**src/hdl/prt_pkg.sv**
```systemverilog
`timescale 1ns / 1ps
// ----------------------------------------------------------------------------
// prt_pkg
// Shared types and constants of the pending command retry table.
// ----------------------------------------------------------------------------
package prt_pkg;

    localparam int SLOTS       = 8;
    localparam int SLOT_W      = (SLOTS > 1) ? $clog2(SLOTS) : 1;
    localparam int MAX_RESULTS = 8;
    localparam int CNT_W       = $clog2(MAX_RESULTS + 1);

    localparam int MAC_W        = 48;
    localparam int TIME_W       = 32;
    localparam int ATT_W        = 8;
    localparam int SLOT_FIELD_W = 3;
    localparam int CFG_IDX_W    = 2;
    localparam int CFG_DATA_W   = 32;

    localparam logic [SLOT_W-1:0] IDX_FIRST = '0;
    localparam logic [SLOT_W-1:0] IDX_STEP  = SLOT_W'(1);
    localparam logic [SLOT_W-1:0] LAST_IDX  = SLOT_W'(SLOTS - 1);
    localparam logic [CNT_W-1:0]  CNT_ONE   = CNT_W'(1);
    localparam logic [CNT_W-1:0]  CNT_LIMIT = CNT_W'(MAX_RESULTS);
    localparam logic [ATT_W-1:0]  ATT_ONE   = ATT_W'(1);

    localparam logic [TIME_W-1:0] INTERVAL_RST = 32'd500;
    localparam logic [ATT_W-1:0]  MAX_ATT_RST  = 8'd30;
    localparam logic [TIME_W-1:0] TIMEOUT_RST  = 32'd10000;

    typedef enum logic [1:0] {
        MODE_SUBMIT   = 2'd0,
        MODE_ACK      = 2'd1,
        MODE_RESPONSE = 2'd2,
        MODE_TICK     = 2'd3
    } mode_t;

    typedef enum logic [2:0] {
        EV_SEND          = 3'd0,
        EV_RESEND        = 3'd1,
        EV_NOT_CONNECTED = 3'd2,
        EV_IN_FLIGHT     = 3'd3,
        EV_FULL          = 3'd4,
        EV_TIMEOUT       = 3'd5,
        EV_COMPLETED     = 3'd6
    } event_t;

    typedef enum logic [CFG_IDX_W-1:0] {
        CFG_INTERVAL = 2'd0,
        CFG_MAX_ATT  = 2'd1,
        CFG_TIMEOUT  = 2'd2
    } cfg_idx_t;

    typedef enum logic [1:0] {
        ST_IDLE,
        ST_SCAN,
        ST_SUBMIT_END,
        ST_FLUSH
    } state_t;

    typedef struct packed {
        event_t                  ev;
        logic [SLOT_FIELD_W-1:0] slot_no;
        logic [MAC_W-1:0]        mac;
        logic [ATT_W-1:0]        att;
        logic                    pending;
        logic                    last;
    } result_t;

    // Commands from the controller to the datapath.
    typedef struct packed {
        logic load;
        logic step;
        logic submit_end;
        logic flush;
    } ctl_cmd_t;

    // Status from the datapath to the controller.
    typedef struct packed {
        logic out_free;
        logic stop;
        logic last_idx;
        logic is_submit;
        logic hold_valid;
    } dp_status_t;

endpackage

```
**src/hdl/prt_ifs.sv**
```systemverilog
`timescale 1ns / 1ps
// ----------------------------------------------------------------------------
// prt_cmd_if / prt_evt_if
// Valid/ready channels for input items and result events.
// ----------------------------------------------------------------------------
interface prt_cmd_if;
    logic                        valid;
    logic                        ready;
    logic [1:0]                  mode;
    logic [prt_pkg::MAC_W-1:0]   device_mac;
    logic                        device_known;
    logic [prt_pkg::TIME_W-1:0]  now_ms;

    modport source (output valid, mode, device_mac, device_known, now_ms, input ready);
    modport sink (input valid, mode, device_mac, device_known, now_ms, output ready);
endinterface

interface prt_evt_if;
    logic                              valid;
    logic                              ready;
    logic [2:0]                        event_res;
    logic [prt_pkg::SLOT_FIELD_W-1:0]  slot;
    logic [prt_pkg::MAC_W-1:0]         peer_mac;
    logic [prt_pkg::ATT_W-1:0]         attempt_count;
    logic                              any_pending;
    logic                              last;

    modport source (output valid, event_res, slot, peer_mac, attempt_count, any_pending, last,
                    input ready);
    modport sink (input valid, event_res, slot, peer_mac, attempt_count, any_pending, last,
                  output ready);
endinterface

```
**src/hdl/prt_datapath.sv**
```systemverilog
`timescale 1ns / 1ps
// ----------------------------------------------------------------------------
// prt_datapath
// Slot table, configuration registers, per-slot evaluation and the
// hold and output registers of the result events.
// ----------------------------------------------------------------------------
module prt_datapath (
    input  logic                                clk,
    input  logic                                rst_n,
    input  prt_pkg::ctl_cmd_t                   ctl,
    output prt_pkg::dp_status_t                 sts,
    input  logic [1:0]                          mode,
    input  logic [prt_pkg::MAC_W-1:0]           device_mac,
    input  logic                                device_known,
    input  logic [prt_pkg::TIME_W-1:0]          now_ms,
    input  logic                                cfg_we,
    input  logic [prt_pkg::CFG_IDX_W-1:0]       cfg_index,
    input  logic [prt_pkg::CFG_DATA_W-1:0]      cfg_data,
    input  logic                                evt_ready,
    output logic                                evt_valid,
    output prt_pkg::result_t                    evt_res
);

    // Configuration
    logic [prt_pkg::TIME_W-1:0] interval_reg;
    logic [prt_pkg::ATT_W-1:0]  max_att_reg;
    logic [prt_pkg::TIME_W-1:0] timeout_reg;

    // Captured item
    prt_pkg::mode_t             mode_reg;
    logic [prt_pkg::MAC_W-1:0]  mac_reg;
    logic                       known_reg;
    logic [prt_pkg::TIME_W-1:0] now_reg;

    // Scan state
    logic [prt_pkg::SLOT_W-1:0] idx_reg;
    logic                       dup_reg;
    logic                       free_found_reg;
    logic [prt_pkg::SLOT_W-1:0] free_idx_reg;
    logic [prt_pkg::CNT_W-1:0]  res_cnt_reg;

    // Slot table
    logic [prt_pkg::SLOTS-1:0]  used_reg;
    logic [prt_pkg::SLOTS-1:0]  acked_reg;
    logic [prt_pkg::MAC_W-1:0]  peer_mem [prt_pkg::SLOTS];
    logic [prt_pkg::ATT_W-1:0]  att_mem  [prt_pkg::SLOTS];
    logic [prt_pkg::TIME_W-1:0] sent_mem [prt_pkg::SLOTS];
    logic [prt_pkg::TIME_W-1:0] ack_mem  [prt_pkg::SLOTS];

    // Result registers
    logic                       hold_valid_reg;
    prt_pkg::result_t           hold_res_reg;
    logic                       out_valid_reg;
    prt_pkg::result_t           out_res_reg;
    prt_pkg::result_t           out_res_next;

    // Evaluation of the slot under the scan index
    logic                       cur_used;
    logic                       cur_acked;
    logic [prt_pkg::MAC_W-1:0]  cur_peer;
    logic [prt_pkg::ATT_W-1:0]  cur_att;
    logic [prt_pkg::TIME_W-1:0] elapsed;
    logic [prt_pkg::TIME_W-1:0] limit;
    logic                       due;
    logic                       peer_hit;
    logic [prt_pkg::ATT_W-1:0]  att_inc;
    logic [prt_pkg::SLOTS-1:0]  used_wo_cur;
    logic [31:0]                idx_wide;
    logic [31:0]                free_wide;

    logic                       step_stop;
    logic                       step_res_valid;
    logic                       step_clear;
    logic                       step_ack;
    logic                       step_resend;
    prt_pkg::result_t           step_res;
    logic                       end_alloc;
    prt_pkg::result_t           end_res;

    logic                       new_valid;
    prt_pkg::result_t           new_res;
    logic                       emit;
    logic                       load_out;
    logic [prt_pkg::SLOT_W-1:0] wr_idx;

    assign idx_wide  = 32'(idx_reg);
    assign free_wide = 32'(free_idx_reg);

    always_comb
    begin
        cur_used  = used_reg[idx_reg];
        cur_acked = acked_reg[idx_reg];
        cur_peer  = peer_mem[idx_reg];
        cur_att   = att_mem[idx_reg];
        peer_hit  = cur_used && (cur_peer == mac_reg);
        // Acked slots race the response deadline, unacked ones the resend interval.
        elapsed   = now_reg - (cur_acked ? ack_mem[idx_reg] : sent_mem[idx_reg]);
        limit     = cur_acked ? timeout_reg : interval_reg;
        due       = (elapsed >= limit);
        att_inc   = cur_att + prt_pkg::ATT_ONE;
        used_wo_cur = used_reg;
        used_wo_cur[idx_reg] = 1'b0;

        step_stop      = 1'b0;
        step_res_valid = 1'b0;
        step_clear     = 1'b0;
        step_ack       = 1'b0;
        step_resend    = 1'b0;
        step_res.ev      = prt_pkg::EV_TIMEOUT;
        step_res.slot_no = idx_wide[prt_pkg::SLOT_FIELD_W-1:0];
        step_res.mac     = cur_peer;
        step_res.att     = cur_att;
        step_res.pending = |used_wo_cur;
        step_res.last    = 1'b0;

        unique case (mode_reg)
            prt_pkg::MODE_SUBMIT:
            begin
                step_stop = 1'b0;
            end
            prt_pkg::MODE_ACK:
            begin
                if (peer_hit && !cur_acked)
                begin
                    step_ack  = 1'b1;
                    step_stop = 1'b1;
                end
            end
            prt_pkg::MODE_RESPONSE:
            begin
                if (peer_hit)
                begin
                    step_clear     = 1'b1;
                    step_stop      = 1'b1;
                    step_res_valid = 1'b1;
                    step_res.ev    = prt_pkg::EV_COMPLETED;
                end
            end
            prt_pkg::MODE_TICK:
            begin
                if (cur_used)
                begin
                    priority if (cur_acked)
                    begin
                        if (due)
                        begin
                            step_clear     = 1'b1;
                            step_res_valid = 1'b1;
                        end
                    end
                    else if (cur_att >= max_att_reg)
                    begin
                        step_clear     = 1'b1;
                        step_res_valid = 1'b1;
                    end
                    else if (due)
                    begin
                        step_resend      = 1'b1;
                        step_res_valid   = 1'b1;
                        step_res.ev      = prt_pkg::EV_RESEND;
                        step_res.att     = att_inc;
                        step_res.pending = 1'b1;
                    end
                end
            end
        endcase
    end

    always_comb
    begin
        end_alloc       = 1'b0;
        end_res.slot_no = '0;
        end_res.mac     = mac_reg;
        end_res.att     = '0;
        end_res.pending = |used_reg;
        end_res.last    = 1'b0;
        priority if (!known_reg)
        begin
            end_res.ev = prt_pkg::EV_NOT_CONNECTED;
        end
        else if (dup_reg)
        begin
            end_res.ev = prt_pkg::EV_IN_FLIGHT;
        end
        else if (!free_found_reg)
        begin
            end_res.ev = prt_pkg::EV_FULL;
        end
        else
        begin
            end_alloc       = 1'b1;
            end_res.ev      = prt_pkg::EV_SEND;
            end_res.slot_no = free_wide[prt_pkg::SLOT_FIELD_W-1:0];
            end_res.att     = prt_pkg::ATT_ONE;
            end_res.pending = 1'b1;
        end
    end

    // A new result first lands in the hold register; the one it displaces is
    // known not to be the last and moves on to the output register.
    assign new_valid = (ctl.step && step_res_valid) || ctl.submit_end;
    assign new_res   = ctl.submit_end ? end_res : step_res;
    assign emit      = new_valid && (res_cnt_reg < prt_pkg::CNT_LIMIT);
    assign load_out  = (emit && hold_valid_reg) || (ctl.flush && hold_valid_reg);
    assign wr_idx    = ctl.submit_end ? free_idx_reg : idx_reg;

    always_comb
    begin
        out_res_next      = hold_res_reg;
        out_res_next.last = ctl.flush;
    end

    always_ff @(posedge clk or negedge rst_n)
    begin
        if (!rst_n)
        begin
            interval_reg   <= prt_pkg::INTERVAL_RST;
            max_att_reg    <= prt_pkg::MAX_ATT_RST;
            timeout_reg    <= prt_pkg::TIMEOUT_RST;
            idx_reg        <= prt_pkg::IDX_FIRST;
            dup_reg        <= 1'b0;
            free_found_reg <= 1'b0;
            res_cnt_reg    <= '0;
            used_reg       <= '0;
            acked_reg      <= '0;
            hold_valid_reg <= 1'b0;
            out_valid_reg  <= 1'b0;
        end
        else
        begin
            if (cfg_we)
            begin
                case (prt_pkg::cfg_idx_t'(cfg_index))
                    prt_pkg::CFG_INTERVAL: interval_reg <= cfg_data;
                    prt_pkg::CFG_MAX_ATT:  max_att_reg  <= cfg_data[prt_pkg::ATT_W-1:0];
                    prt_pkg::CFG_TIMEOUT:  timeout_reg  <= cfg_data;
                    default:               interval_reg <= interval_reg;
                endcase
            end

            if (ctl.load)
            begin
                idx_reg        <= prt_pkg::IDX_FIRST;
                dup_reg        <= 1'b0;
                free_found_reg <= 1'b0;
                res_cnt_reg    <= '0;
            end

            if (ctl.step)
            begin
                idx_reg <= idx_reg + prt_pkg::IDX_STEP;
                if (mode_reg == prt_pkg::MODE_SUBMIT)
                begin
                    dup_reg <= dup_reg | peer_hit;
                    if (!free_found_reg && !cur_used)
                    begin
                        free_found_reg <= 1'b1;
                    end
                end
                if (step_clear)
                begin
                    used_reg[idx_reg]  <= 1'b0;
                    acked_reg[idx_reg] <= 1'b0;
                end
                if (step_ack)
                begin
                    acked_reg[idx_reg] <= 1'b1;
                end
            end

            if (ctl.submit_end && end_alloc)
            begin
                used_reg[free_idx_reg]  <= 1'b1;
                acked_reg[free_idx_reg] <= 1'b0;
            end

            if (emit)
            begin
                res_cnt_reg    <= res_cnt_reg + prt_pkg::CNT_ONE;
                hold_valid_reg <= 1'b1;
            end
            else if (ctl.flush)
            begin
                hold_valid_reg <= 1'b0;
            end

            if (load_out)
            begin
                out_valid_reg <= 1'b1;
            end
            else if (evt_ready)
            begin
                out_valid_reg <= 1'b0;
            end
        end
    end

    always_ff @(posedge clk)
    begin
        if (ctl.load)
        begin
            mode_reg  <= prt_pkg::mode_t'(mode);
            mac_reg   <= device_mac;
            known_reg <= device_known;
            now_reg   <= now_ms;
        end
        if (ctl.step && (mode_reg == prt_pkg::MODE_SUBMIT) && !free_found_reg && !cur_used)
        begin
            free_idx_reg <= idx_reg;
        end
        if (emit)
        begin
            hold_res_reg <= new_res;
        end
        if (load_out)
        begin
            out_res_reg <= out_res_next;
        end
    end

    // Slot payload store, one write address per cycle.
    always_ff @(posedge clk)
    begin
        if (ctl.submit_end && end_alloc)
        begin
            peer_mem[wr_idx] <= mac_reg;
            att_mem[wr_idx]  <= prt_pkg::ATT_ONE;
            sent_mem[wr_idx] <= now_reg;
        end
        if (ctl.step && step_resend)
        begin
            att_mem[wr_idx]  <= att_inc;
            sent_mem[wr_idx] <= now_reg;
        end
        if (ctl.step && step_ack)
        begin
            ack_mem[wr_idx] <= now_reg;
        end
    end

    assign sts.out_free   = !out_valid_reg || evt_ready;
    assign sts.stop       = step_stop;
    assign sts.last_idx   = (idx_reg == prt_pkg::LAST_IDX);
    assign sts.is_submit  = (mode_reg == prt_pkg::MODE_SUBMIT);
    assign sts.hold_valid = hold_valid_reg;

    assign evt_valid = out_valid_reg;
    assign evt_res   = out_res_reg;

endmodule

```
**src/hdl/prt_ctrl.sv**
```systemverilog
`timescale 1ns / 1ps
// ----------------------------------------------------------------------------
// prt_ctrl
// Sequencer: accepts an item, walks the slots, closes a submit and
// releases the final result of the item.
// ----------------------------------------------------------------------------
module prt_ctrl (
    input  logic                 clk,
    input  logic                 rst_n,
    input  logic                 in_valid,
    output logic                 in_ready,
    output prt_pkg::ctl_cmd_t    ctl,
    input  prt_pkg::dp_status_t  sts
);

    prt_pkg::state_t state_reg;
    prt_pkg::state_t state_next;

    always_ff @(posedge clk or negedge rst_n)
    begin
        if (!rst_n)
        begin
            state_reg <= prt_pkg::ST_IDLE;
        end
        else
        begin
            state_reg <= state_next;
        end
    end

    always_comb
    begin
        state_next     = state_reg;
        in_ready       = 1'b0;
        ctl.load       = 1'b0;
        ctl.step       = 1'b0;
        ctl.submit_end = 1'b0;
        ctl.flush      = 1'b0;

        unique case (state_reg)
            prt_pkg::ST_IDLE:
            begin
                in_ready = 1'b1;
                if (in_valid)
                begin
                    ctl.load   = 1'b1;
                    state_next = prt_pkg::ST_SCAN;
                end
            end
            prt_pkg::ST_SCAN:
            begin
                // Every step may displace a held result, so it waits for room.
                if (sts.out_free)
                begin
                    ctl.step = 1'b1;
                    if (sts.stop || sts.last_idx)
                    begin
                        state_next = sts.is_submit ? prt_pkg::ST_SUBMIT_END
                                                   : prt_pkg::ST_FLUSH;
                    end
                end
            end
            prt_pkg::ST_SUBMIT_END:
            begin
                if (sts.out_free)
                begin
                    ctl.submit_end = 1'b1;
                    state_next     = prt_pkg::ST_FLUSH;
                end
            end
            prt_pkg::ST_FLUSH:
            begin
                if (!sts.hold_valid)
                begin
                    state_next = prt_pkg::ST_IDLE;
                end
                else if (sts.out_free)
                begin
                    ctl.flush  = 1'b1;
                    state_next = prt_pkg::ST_IDLE;
                end
            end
        endcase
    end

endmodule

```
**src/hdl/pending_command_retry_table.sv**
```systemverilog
`timescale 1ns / 1ps
// ----------------------------------------------------------------------------
// pending_command_retry_table
// Per-peer stop-and-wait retry table for in-flight commands.
// ----------------------------------------------------------------------------
// One item is handled at a time and the slot table is walked one slot per
// clock, while the event output has room, through a single compare and
// elapsed-time unit. A tick or a submit walks every slot (a submit then adds
// its closing step), an ack or a response stops at the matching slot; a
// stalled event output adds its wait. Results pass through a hold register so
// that the final one of an item can carry its last mark; the next item is
// taken while that final event still waits to be read.
module pending_command_retry_table (
    input  logic                               clk,
    input  logic                               rst_n,
    prt_cmd_if.sink                            cmd,
    prt_evt_if.source                          evt,
    input  logic                               cfg_we,
    input  logic [prt_pkg::CFG_IDX_W-1:0]      cfg_index,
    input  logic [prt_pkg::CFG_DATA_W-1:0]     cfg_data
);

    prt_pkg::ctl_cmd_t   ctl;
    prt_pkg::dp_status_t sts;
    prt_pkg::result_t    evt_res;
    logic                evt_valid;
    logic                in_ready;

    prt_ctrl u_ctrl (
        .clk      (clk),
        .rst_n    (rst_n),
        .in_valid (cmd.valid),
        .in_ready (in_ready),
        .ctl      (ctl),
        .sts      (sts)
    );

    prt_datapath u_datapath (
        .clk          (clk),
        .rst_n        (rst_n),
        .ctl          (ctl),
        .sts          (sts),
        .mode         (cmd.mode),
        .device_mac   (cmd.device_mac),
        .device_known (cmd.device_known),
        .now_ms       (cmd.now_ms),
        .cfg_we       (cfg_we),
        .cfg_index    (cfg_index),
        .cfg_data     (cfg_data),
        .evt_ready    (evt.ready),
        .evt_valid    (evt_valid),
        .evt_res      (evt_res)
    );

    assign cmd.ready         = in_ready;
    assign evt.valid         = evt_valid;
    assign evt.event_res     = evt_res.ev;
    assign evt.slot          = evt_res.slot_no;
    assign evt.peer_mac      = evt_res.mac;
    assign evt.attempt_count = evt_res.att;
    assign evt.any_pending   = evt_res.pending;
    assign evt.last          = evt_res.last;

    // An accepted transaction keeps the input closed for at least the scan.
    a_one_item_at_a_time: assert property (@(posedge clk) disable iff (!rst_n)
        cmd.valid && cmd.ready |=> !cmd.ready)
        else $error("input accepted twice in a row");

    // Rejections name no slot and report no attempts.
    a_reject_fields: assert property (@(posedge clk) disable iff (!rst_n)
        evt.valid && (evt.event_res == prt_pkg::EV_NOT_CONNECTED ||
                      evt.event_res == prt_pkg::EV_IN_FLIGHT ||
                      evt.event_res == prt_pkg::EV_FULL)
        |-> evt.slot == '0 && evt.attempt_count == '0)
        else $error("rejection carries slot or attempt data");

    // A first send leaves its slot occupied with one attempt.
    a_send_fields: assert property (@(posedge clk) disable iff (!rst_n)
        evt.valid && evt.event_res == prt_pkg::EV_SEND
        |-> evt.attempt_count == prt_pkg::ATT_ONE && evt.any_pending)
        else $error("send event with wrong attempt count or pending flag");

    // A resend follows at least one earlier attempt.
    a_resend_count: assert property (@(posedge clk) disable iff (!rst_n)
        evt.valid && evt.event_res == prt_pkg::EV_RESEND
        |-> evt.attempt_count > prt_pkg::ATT_ONE && evt.any_pending)
        else $error("resend event with too few attempts");

endmodule
```
**src/flat_wrapper.sv**
```systemverilog
// flat-port wrapper written by rule: the top's interface ports become plain ports
module pending_command_retry_table_flat 
  (clk, rst_n, cfg_we, cfg_index, cfg_data, cmd_valid, cmd_mode, cmd_device_mac, cmd_device_known, cmd_now_ms, cmd_ready, evt_valid, evt_event_res, evt_slot, evt_peer_mac, evt_attempt_count, evt_any_pending, evt_last, evt_ready);
  prt_cmd_if cmd_i ();
  prt_evt_if evt_i ();
  input  logic clk;
  input  logic rst_n;
  input  logic cfg_we;
  input  logic [prt_pkg::CFG_IDX_W-1:0] cfg_index;
  input  logic [prt_pkg::CFG_DATA_W-1:0] cfg_data;
  input wire logic [$bits(cmd_i.valid)-1:0] cmd_valid;
  input wire logic [$bits(cmd_i.mode)-1:0] cmd_mode;
  input wire logic [$bits(cmd_i.device_mac)-1:0] cmd_device_mac;
  input wire logic [$bits(cmd_i.device_known)-1:0] cmd_device_known;
  input wire logic [$bits(cmd_i.now_ms)-1:0] cmd_now_ms;
  output wire logic [$bits(cmd_i.ready)-1:0] cmd_ready;
  output wire logic [$bits(evt_i.valid)-1:0] evt_valid;
  output wire logic [$bits(evt_i.event_res)-1:0] evt_event_res;
  output wire logic [$bits(evt_i.slot)-1:0] evt_slot;
  output wire logic [$bits(evt_i.peer_mac)-1:0] evt_peer_mac;
  output wire logic [$bits(evt_i.attempt_count)-1:0] evt_attempt_count;
  output wire logic [$bits(evt_i.any_pending)-1:0] evt_any_pending;
  output wire logic [$bits(evt_i.last)-1:0] evt_last;
  input wire logic [$bits(evt_i.ready)-1:0] evt_ready;
  assign cmd_i.valid = cmd_valid;
  assign cmd_i.mode = cmd_mode;
  assign cmd_i.device_mac = cmd_device_mac;
  assign cmd_i.device_known = cmd_device_known;
  assign cmd_i.now_ms = cmd_now_ms;
  assign cmd_ready = cmd_i.ready;
  assign evt_valid = evt_i.valid;
  assign evt_event_res = evt_i.event_res;
  assign evt_slot = evt_i.slot;
  assign evt_peer_mac = evt_i.peer_mac;
  assign evt_attempt_count = evt_i.attempt_count;
  assign evt_any_pending = evt_i.any_pending;
  assign evt_last = evt_i.last;
  assign evt_i.ready = evt_ready;
  pending_command_retry_table u_core (.clk(clk), .rst_n(rst_n), .cmd(cmd_i), .evt(evt_i), .cfg_we(cfg_we), .cfg_index(cfg_index), .cfg_data(cfg_data));
endmodule
```
**config.mk**
```make
export PLATFORM = sky130hd
export DESIGN_NAME = pending_command_retry_table_flat
export DESIGN_NICKNAME = d
export VERILOG_FILES = /design/src/hdl/prt_pkg.sv /design/src/hdl/prt_ifs.sv /design/src/hdl/prt_datapath.sv /design/src/hdl/prt_ctrl.sv /design/src/hdl/pending_command_retry_table.sv /design/src/flat_wrapper.sv
export SDC_FILE = /design/constraint.sdc
export NUM_CORES = 1
export LEC_CHECK = 0
export BUFFER_PORTS_ARGS = -buffer_cell sky130_fd_sc_hd__buf_2
export CAP_MARGIN = 30
export CELL_PAD_IN_SITES_DETAIL_PLACEMENT = 1
export CELL_PAD_IN_SITES_GLOBAL_PLACEMENT = 1
export CORE_ASPECT_RATIO = 1.2
export CORE_UTILIZATION = 48
export CTS_CLUSTER_DIAMETER = 50
export DETAILED_ROUTE_END_ITERATION = 7
export GPL_TIMING_DRIVEN = 0
export PLACE_DENSITY = 0.74
export SETUP_SLACK_MARGIN = 0.2
export SLEW_MARGIN = 10
export SYNTH_ARGS = -nofsm -noshare
export SYNTH_HDL_FRONTEND = slang
export SYNTH_SLANG_ARGS = --single-unit
```
**constraint.sdc**
```tcl
create_clock -name clk -period 9.87 [get_ports clk]
set_input_delay 1.974 -clock clk [delete_from_list [all_inputs] [get_ports clk]]
set_output_delay 1.974 -clock clk [all_outputs]
set_load 0.05 [all_outputs]
```
==> flow_summary.ini <==
[grt]
grt_start_max_net_pins = 56
grt_most_used_layer = met2
gr-total-overflow = 0
met3_use_gr_pct = 5.60
grt_first_pass_wirelength_mm = 243
first_global_vias = 34800
grt_antenna_before_repair = 2
grt.met1_usage_pct = 35.9
groute.layer.met2.usage_pct = 54.0
grt_usage_pct = 31.6

[worst_setup_path]
worst-endpoint-required_ns = 10.37
timing.critical_path.mode_cell = sky130_fd_sc_hd__buf_4
critical_path.endpoint = u_core.u_datapath.sent_mem[1][21]
worst_r2r_endpoint = u_core.u_datapath.sent_mem[1][21]
timing.critical_path.from_type = flip-flop
worst_ep_arrival_time_ns = 10.10
critical_path.slowest_cell = sky130_fd_sc_hd__clkbuf_1
rr_worst_depth = 33
worstReg2RegStart = u_core.u_datapath.idx_reg[1]
slowest_delay_ns = 0.69
endpoint_kind = flip-flop
worst-path-max-fanout = 20
critical_path_class = reg2reg
crit_path_start = u_core.u_datapath.idx_reg[1]
rrSetupSlack_ns = 0.27

[logic_synthesis]
average_footprint_of_a_synthesized_cell_sq_um = 16.6
synth.cell_area_sq_mm = 0.0515
synth_edf_count = 1173
synth_nets = 3319
syn-instance-count = 3112
synth.lib_cells_used.distinct = 90
synth-async-reset-ratio_pct = 7.93
yosysWarnings = 0
portion_of_the_post_synthesis_area_used_by_sequential_elements_pct = 73.3
yosys_register_bits = 1274
synth-main-ff-cell = sky130_fd_sc_hd__edfxtp_1

[detailed_routing]
drt.antenna.violating_nets = 0
drc = 17
wire_per_inst_um = 33.9
first_iter_violations = 4070
dr.pass1.iters = 8
totalWireLength_mm = 172
routed-via-count = 32900
detail_route.vias_per_cell = 6.49

[cts]
clkTransAtPathRegs_ns = 0.06
clkLatencyLatePin_ns = 0.78
clock-sinks = 1274
cts-buffers-inserted = 137
max-clock-path-buffers = 3
tritoncts = built
cts_root_buf = sky130_fd_sc_hd__clkbuf_16
maximum_level_of_the_cts_h_tree = 4
cts_hold_repair_buffers = 0

[die]
io_pins = 188
core.rowCount = 131
placeableCoreArea_sq_mm = 0.106
die_h_um = 361
chipWidth_um = 301
die_area_sq_mm = 0.109
start_util_pct = 48.5

[power]
power.density_mw_per_mm2 = 319
total_leakage_power_uw = 0.0209
power.ir.vdd_worst_v = 0.000197

[outcome]
violated_checks = design-rule violations
status = finished, violations left

[sta]
worst_slew_margin_rel_pct = 27.4
number_of_pins_with_negative_max_slew_slack_in_the_final_report = 0
period_share_pct = 97.3
fin_worst_hold_slack_ns = 0.413
max_freq_mhz = 104
setup_repair_after_global_routing_missed_its_margin = false
timing.setup.tns_ns = 0
tightestPinTransition_ns = 1.09
timing.final.crit_period_ns = 9.60
setup_violations = 0
skew_ns = 0.0326
timing.final.hold_violations = 0

[finish]
max_reg_flops = 384
design.final.nets = 3773
register_with_the_highest_flop_count = u_core.u_datapath.peer_mem
fillerInstances = 9704
top_regs = u_core.u_datapath.peer_mem (384), u_core.u_datapath.ack_mem (256), u_core.u_datapath.sent_mem (256)
diodes_inserted = 0
area_growth_syn_to_layout_pct = 18.2
post_route_cells_drive_above_1_share_pct = 23.5

[place]
port_buffers = 187
detailed_place_hpwl_mm = 120
place.gp.congestion = 0.912

[worst_hold_path]
timing.hold.worst.class = reg2reg

[flow_run]
timing.max_cap.violations = 0
## stage by stage
step	setup slack [ns]	instance area (sq um)	std cells	power [uW]	util (%)
4_1_cts	0.208	60800	5063	19300	57.2
5_1_grt	0.192	60900	5067	20000	57.3
2_1_floorplan	-0.227	51600	3112	11200	-
3_3_place_gp	-8.96	54200	4695	13600	51.0
3_5_place_dp	-3.65	56100	4817	14000	52.7
6_report	0.271	60900	5067	19400	57.3
## cell type report
cell class                      count  area [sq um]  area share (%)
Buffer                            154           915            1.50
Sequential cell                  1274         37800            62.0
Tap cell                         1396          1750            2.87
Clock inverter                     70           717            1.18
Multi-Input combinational cell   1636         13100            21.6
Inverter                           47           181           0.298
Timing Repair Buffer              316          2640            4.34
Clock buffer                      174          3790            6.22
## kinds of logic after synthesis
logic type / Yosys count / share of synthesized area, %
DFF: 1274 / 73.3
muxes: 301 / 7.08
and+or+nand+nor: 512 / 5.08
buffers and inverters: 203 / 1.84
xor gates and xnor gates: 66 / 1.12
adders and majority gates: 85 / 2.08
AOI/OAI and AO/OA: 671 / 9.52
## synth_stat cells, types with 11 or more instances
library cell | number | area share [%]
sky130_fd_sc_hd__a21o_1 | 41 | 0.60
sky130_fd_sc_hd__a21oi_1 | 108 | 1.0
sky130_fd_sc_hd__a221o_1 | 15 | 0.29
sky130_fd_sc_hd__a221oi_1 | 59 | 1.0
sky130_fd_sc_hd__a222oi_1 | 12 | 0.23
sky130_fd_sc_hd__a22o_1 | 45 | 0.76
sky130_fd_sc_hd__a22oi_1 | 148 | 2.2
sky130_fd_sc_hd__a31oi_1 | 14 | 0.17
sky130_fd_sc_hd__a32oi_1 | 11 | 0.19
sky130_fd_sc_hd__and2_1 | 18 | 0.22
sky130_fd_sc_hd__buf_1 | 20 | 0.15
sky130_fd_sc_hd__buf_2 | 15 | 0.15
sky130_fd_sc_hd__buf_4 | 15 | 0.22
sky130_fd_sc_hd__buf_6 | 13 | 0.28
sky130_fd_sc_hd__clkbuf_1 | 92 | 0.67
sky130_fd_sc_hd__dfrtp_1 | 86 | 4.2
sky130_fd_sc_hd__dfstp_2 | 15 | 0.76
sky130_fd_sc_hd__edfxtp_1 | 1173 | 68
sky130_fd_sc_hd__ha_1 | 84 | 2.0
sky130_fd_sc_hd__inv_1 | 45 | 0.33
sky130_fd_sc_hd__mux2_2 | 127 | 2.8
sky130_fd_sc_hd__mux2i_1 | 136 | 2.6
sky130_fd_sc_hd__mux4_2 | 38 | 1.7
sky130_fd_sc_hd__nand2_1 | 93 | 0.68
sky130_fd_sc_hd__nand2b_1 | 19 | 0.23
sky130_fd_sc_hd__nand3_1 | 41 | 0.40
sky130_fd_sc_hd__nand4_1 | 44 | 0.53
sky130_fd_sc_hd__nor2_1 | 149 | 1.1
sky130_fd_sc_hd__nor2b_1 | 18 | 0.22
sky130_fd_sc_hd__nor3_1 | 50 | 0.49
sky130_fd_sc_hd__nor4_1 | 14 | 0.17
sky130_fd_sc_hd__o211ai_1 | 16 | 0.23
sky130_fd_sc_hd__o21a_1 | 18 | 0.26
sky130_fd_sc_hd__o21ai_0 | 77 | 0.75
sky130_fd_sc_hd__o22ai_1 | 14 | 0.17
sky130_fd_sc_hd__o31ai_1 | 17 | 0.25
sky130_fd_sc_hd__xnor2_1 | 47 | 0.80
sky130_fd_sc_hd__xor2_1 | 19 | 0.32
## per-layer routing
layer  vias up  part of all wire [%]
li1      13400                     -
met1     16800                    34
met2      2050                    50
met3       597                   8.0
met4         2                   7.7
met5         -                0.0087
## worst min-delay path by stage
stage / start / endpoint / slack (ns) / depth (start not counted)
2_1_floorplan: u_core.u_datapath.hold_res_reg[10] / u_core.u_datapath.evt_res[10] / 0.40 / 0
3_3_place_gp: u_core.u_datapath.hold_res_reg[14] / u_core.u_datapath.evt_res[14] / 0.40 / 0
3_5_place_dp: u_core.u_datapath.hold_res_reg[18] / u_core.u_datapath.evt_res[18] / 0.41 / 0
4_1_cts: u_core.u_datapath.hold_res_reg[18] / u_core.u_datapath.evt_res[18] / 0.42 / 0
5_1_grt: u_core.u_datapath.hold_res_reg[18] / u_core.u_datapath.evt_res[18] / 0.42 / 0
6_report: u_core.u_datapath.hold_res_reg[20] / u_core.u_datapath.evt_res[20] / 0.41 / 0
## placed cells by master, fill, tap and decap left out, types with 16 or more instances in the layout
cell,n
sky130_fd_sc_hd__edfxtp_1,1173
sky130_fd_sc_hd__buf_2,199
sky130_fd_sc_hd__a22oi_1,148
sky130_fd_sc_hd__clkbuf_16,145
sky130_fd_sc_hd__nor2_1,138
sky130_fd_sc_hd__mux2i_1,136
sky130_fd_sc_hd__mux2_2,127
sky130_fd_sc_hd__a21oi_1,106
sky130_fd_sc_hd__nand2_1,92
sky130_fd_sc_hd__dfrtp_1,85
sky130_fd_sc_hd__clkbuf_1,83
sky130_fd_sc_hd__ha_1,79
sky130_fd_sc_hd__buf_4,75
sky130_fd_sc_hd__o21ai_0,72
sky130_fd_sc_hd__a221oi_1,59
sky130_fd_sc_hd__xnor2_1,47
sky130_fd_sc_hd__buf_6,45
sky130_fd_sc_hd__a22o_1,45
sky130_fd_sc_hd__nand4_1,44
sky130_fd_sc_hd__inv_1,44
sky130_fd_sc_hd__nand3_1,41
sky130_fd_sc_hd__a21o_1,40
sky130_fd_sc_hd__mux4_2,38
sky130_fd_sc_hd__nor3_1,37
sky130_fd_sc_hd__clkbuf_2,19
sky130_fd_sc_hd__nand2b_1,19
sky130_fd_sc_hd__clkinv_1,19
sky130_fd_sc_hd__xor2_1,19
sky130_fd_sc_hd__nor2b_1,18
sky130_fd_sc_hd__and2_1,18
sky130_fd_sc_hd__o21a_1,18
sky130_fd_sc_hd__buf_8,18
sky130_fd_sc_hd__o211ai_1,16
sky130_fd_sc_hd__clkinv_2,16
sky130_fd_sc_hd__buf_16,16
## what timing repair did
item                                    4_1_cts  5_1_grt
endpoints found under the setup margin      543      448
pin swaps                                     4        2
cloned                                        0        1
gates resized for setup                     105       27
setup buffers                                 3        1
## worst max-delay path: cells and delay by family (launching register included)
kind                     cells  cell delay, ns
buffers and inverters       12            3.46
AO/OA/AOI/OAI               12            2.49
AND/OR/NAND/NOR              7            2.00
adder cells (fa/ha/maj)      2            0.84
flip-flops                   1            0.43
## power by group
part           leakage, uW  switching (uW)  internal, uW  total (uW)
clock network      0.00219            2170          3000        5170
registers           0.0117             316          6530        6850
logic              0.00702            4940          2470        7410
total               0.0209            7430         12000       19400
No activity file was read; power rests on OpenSTA's default activity.
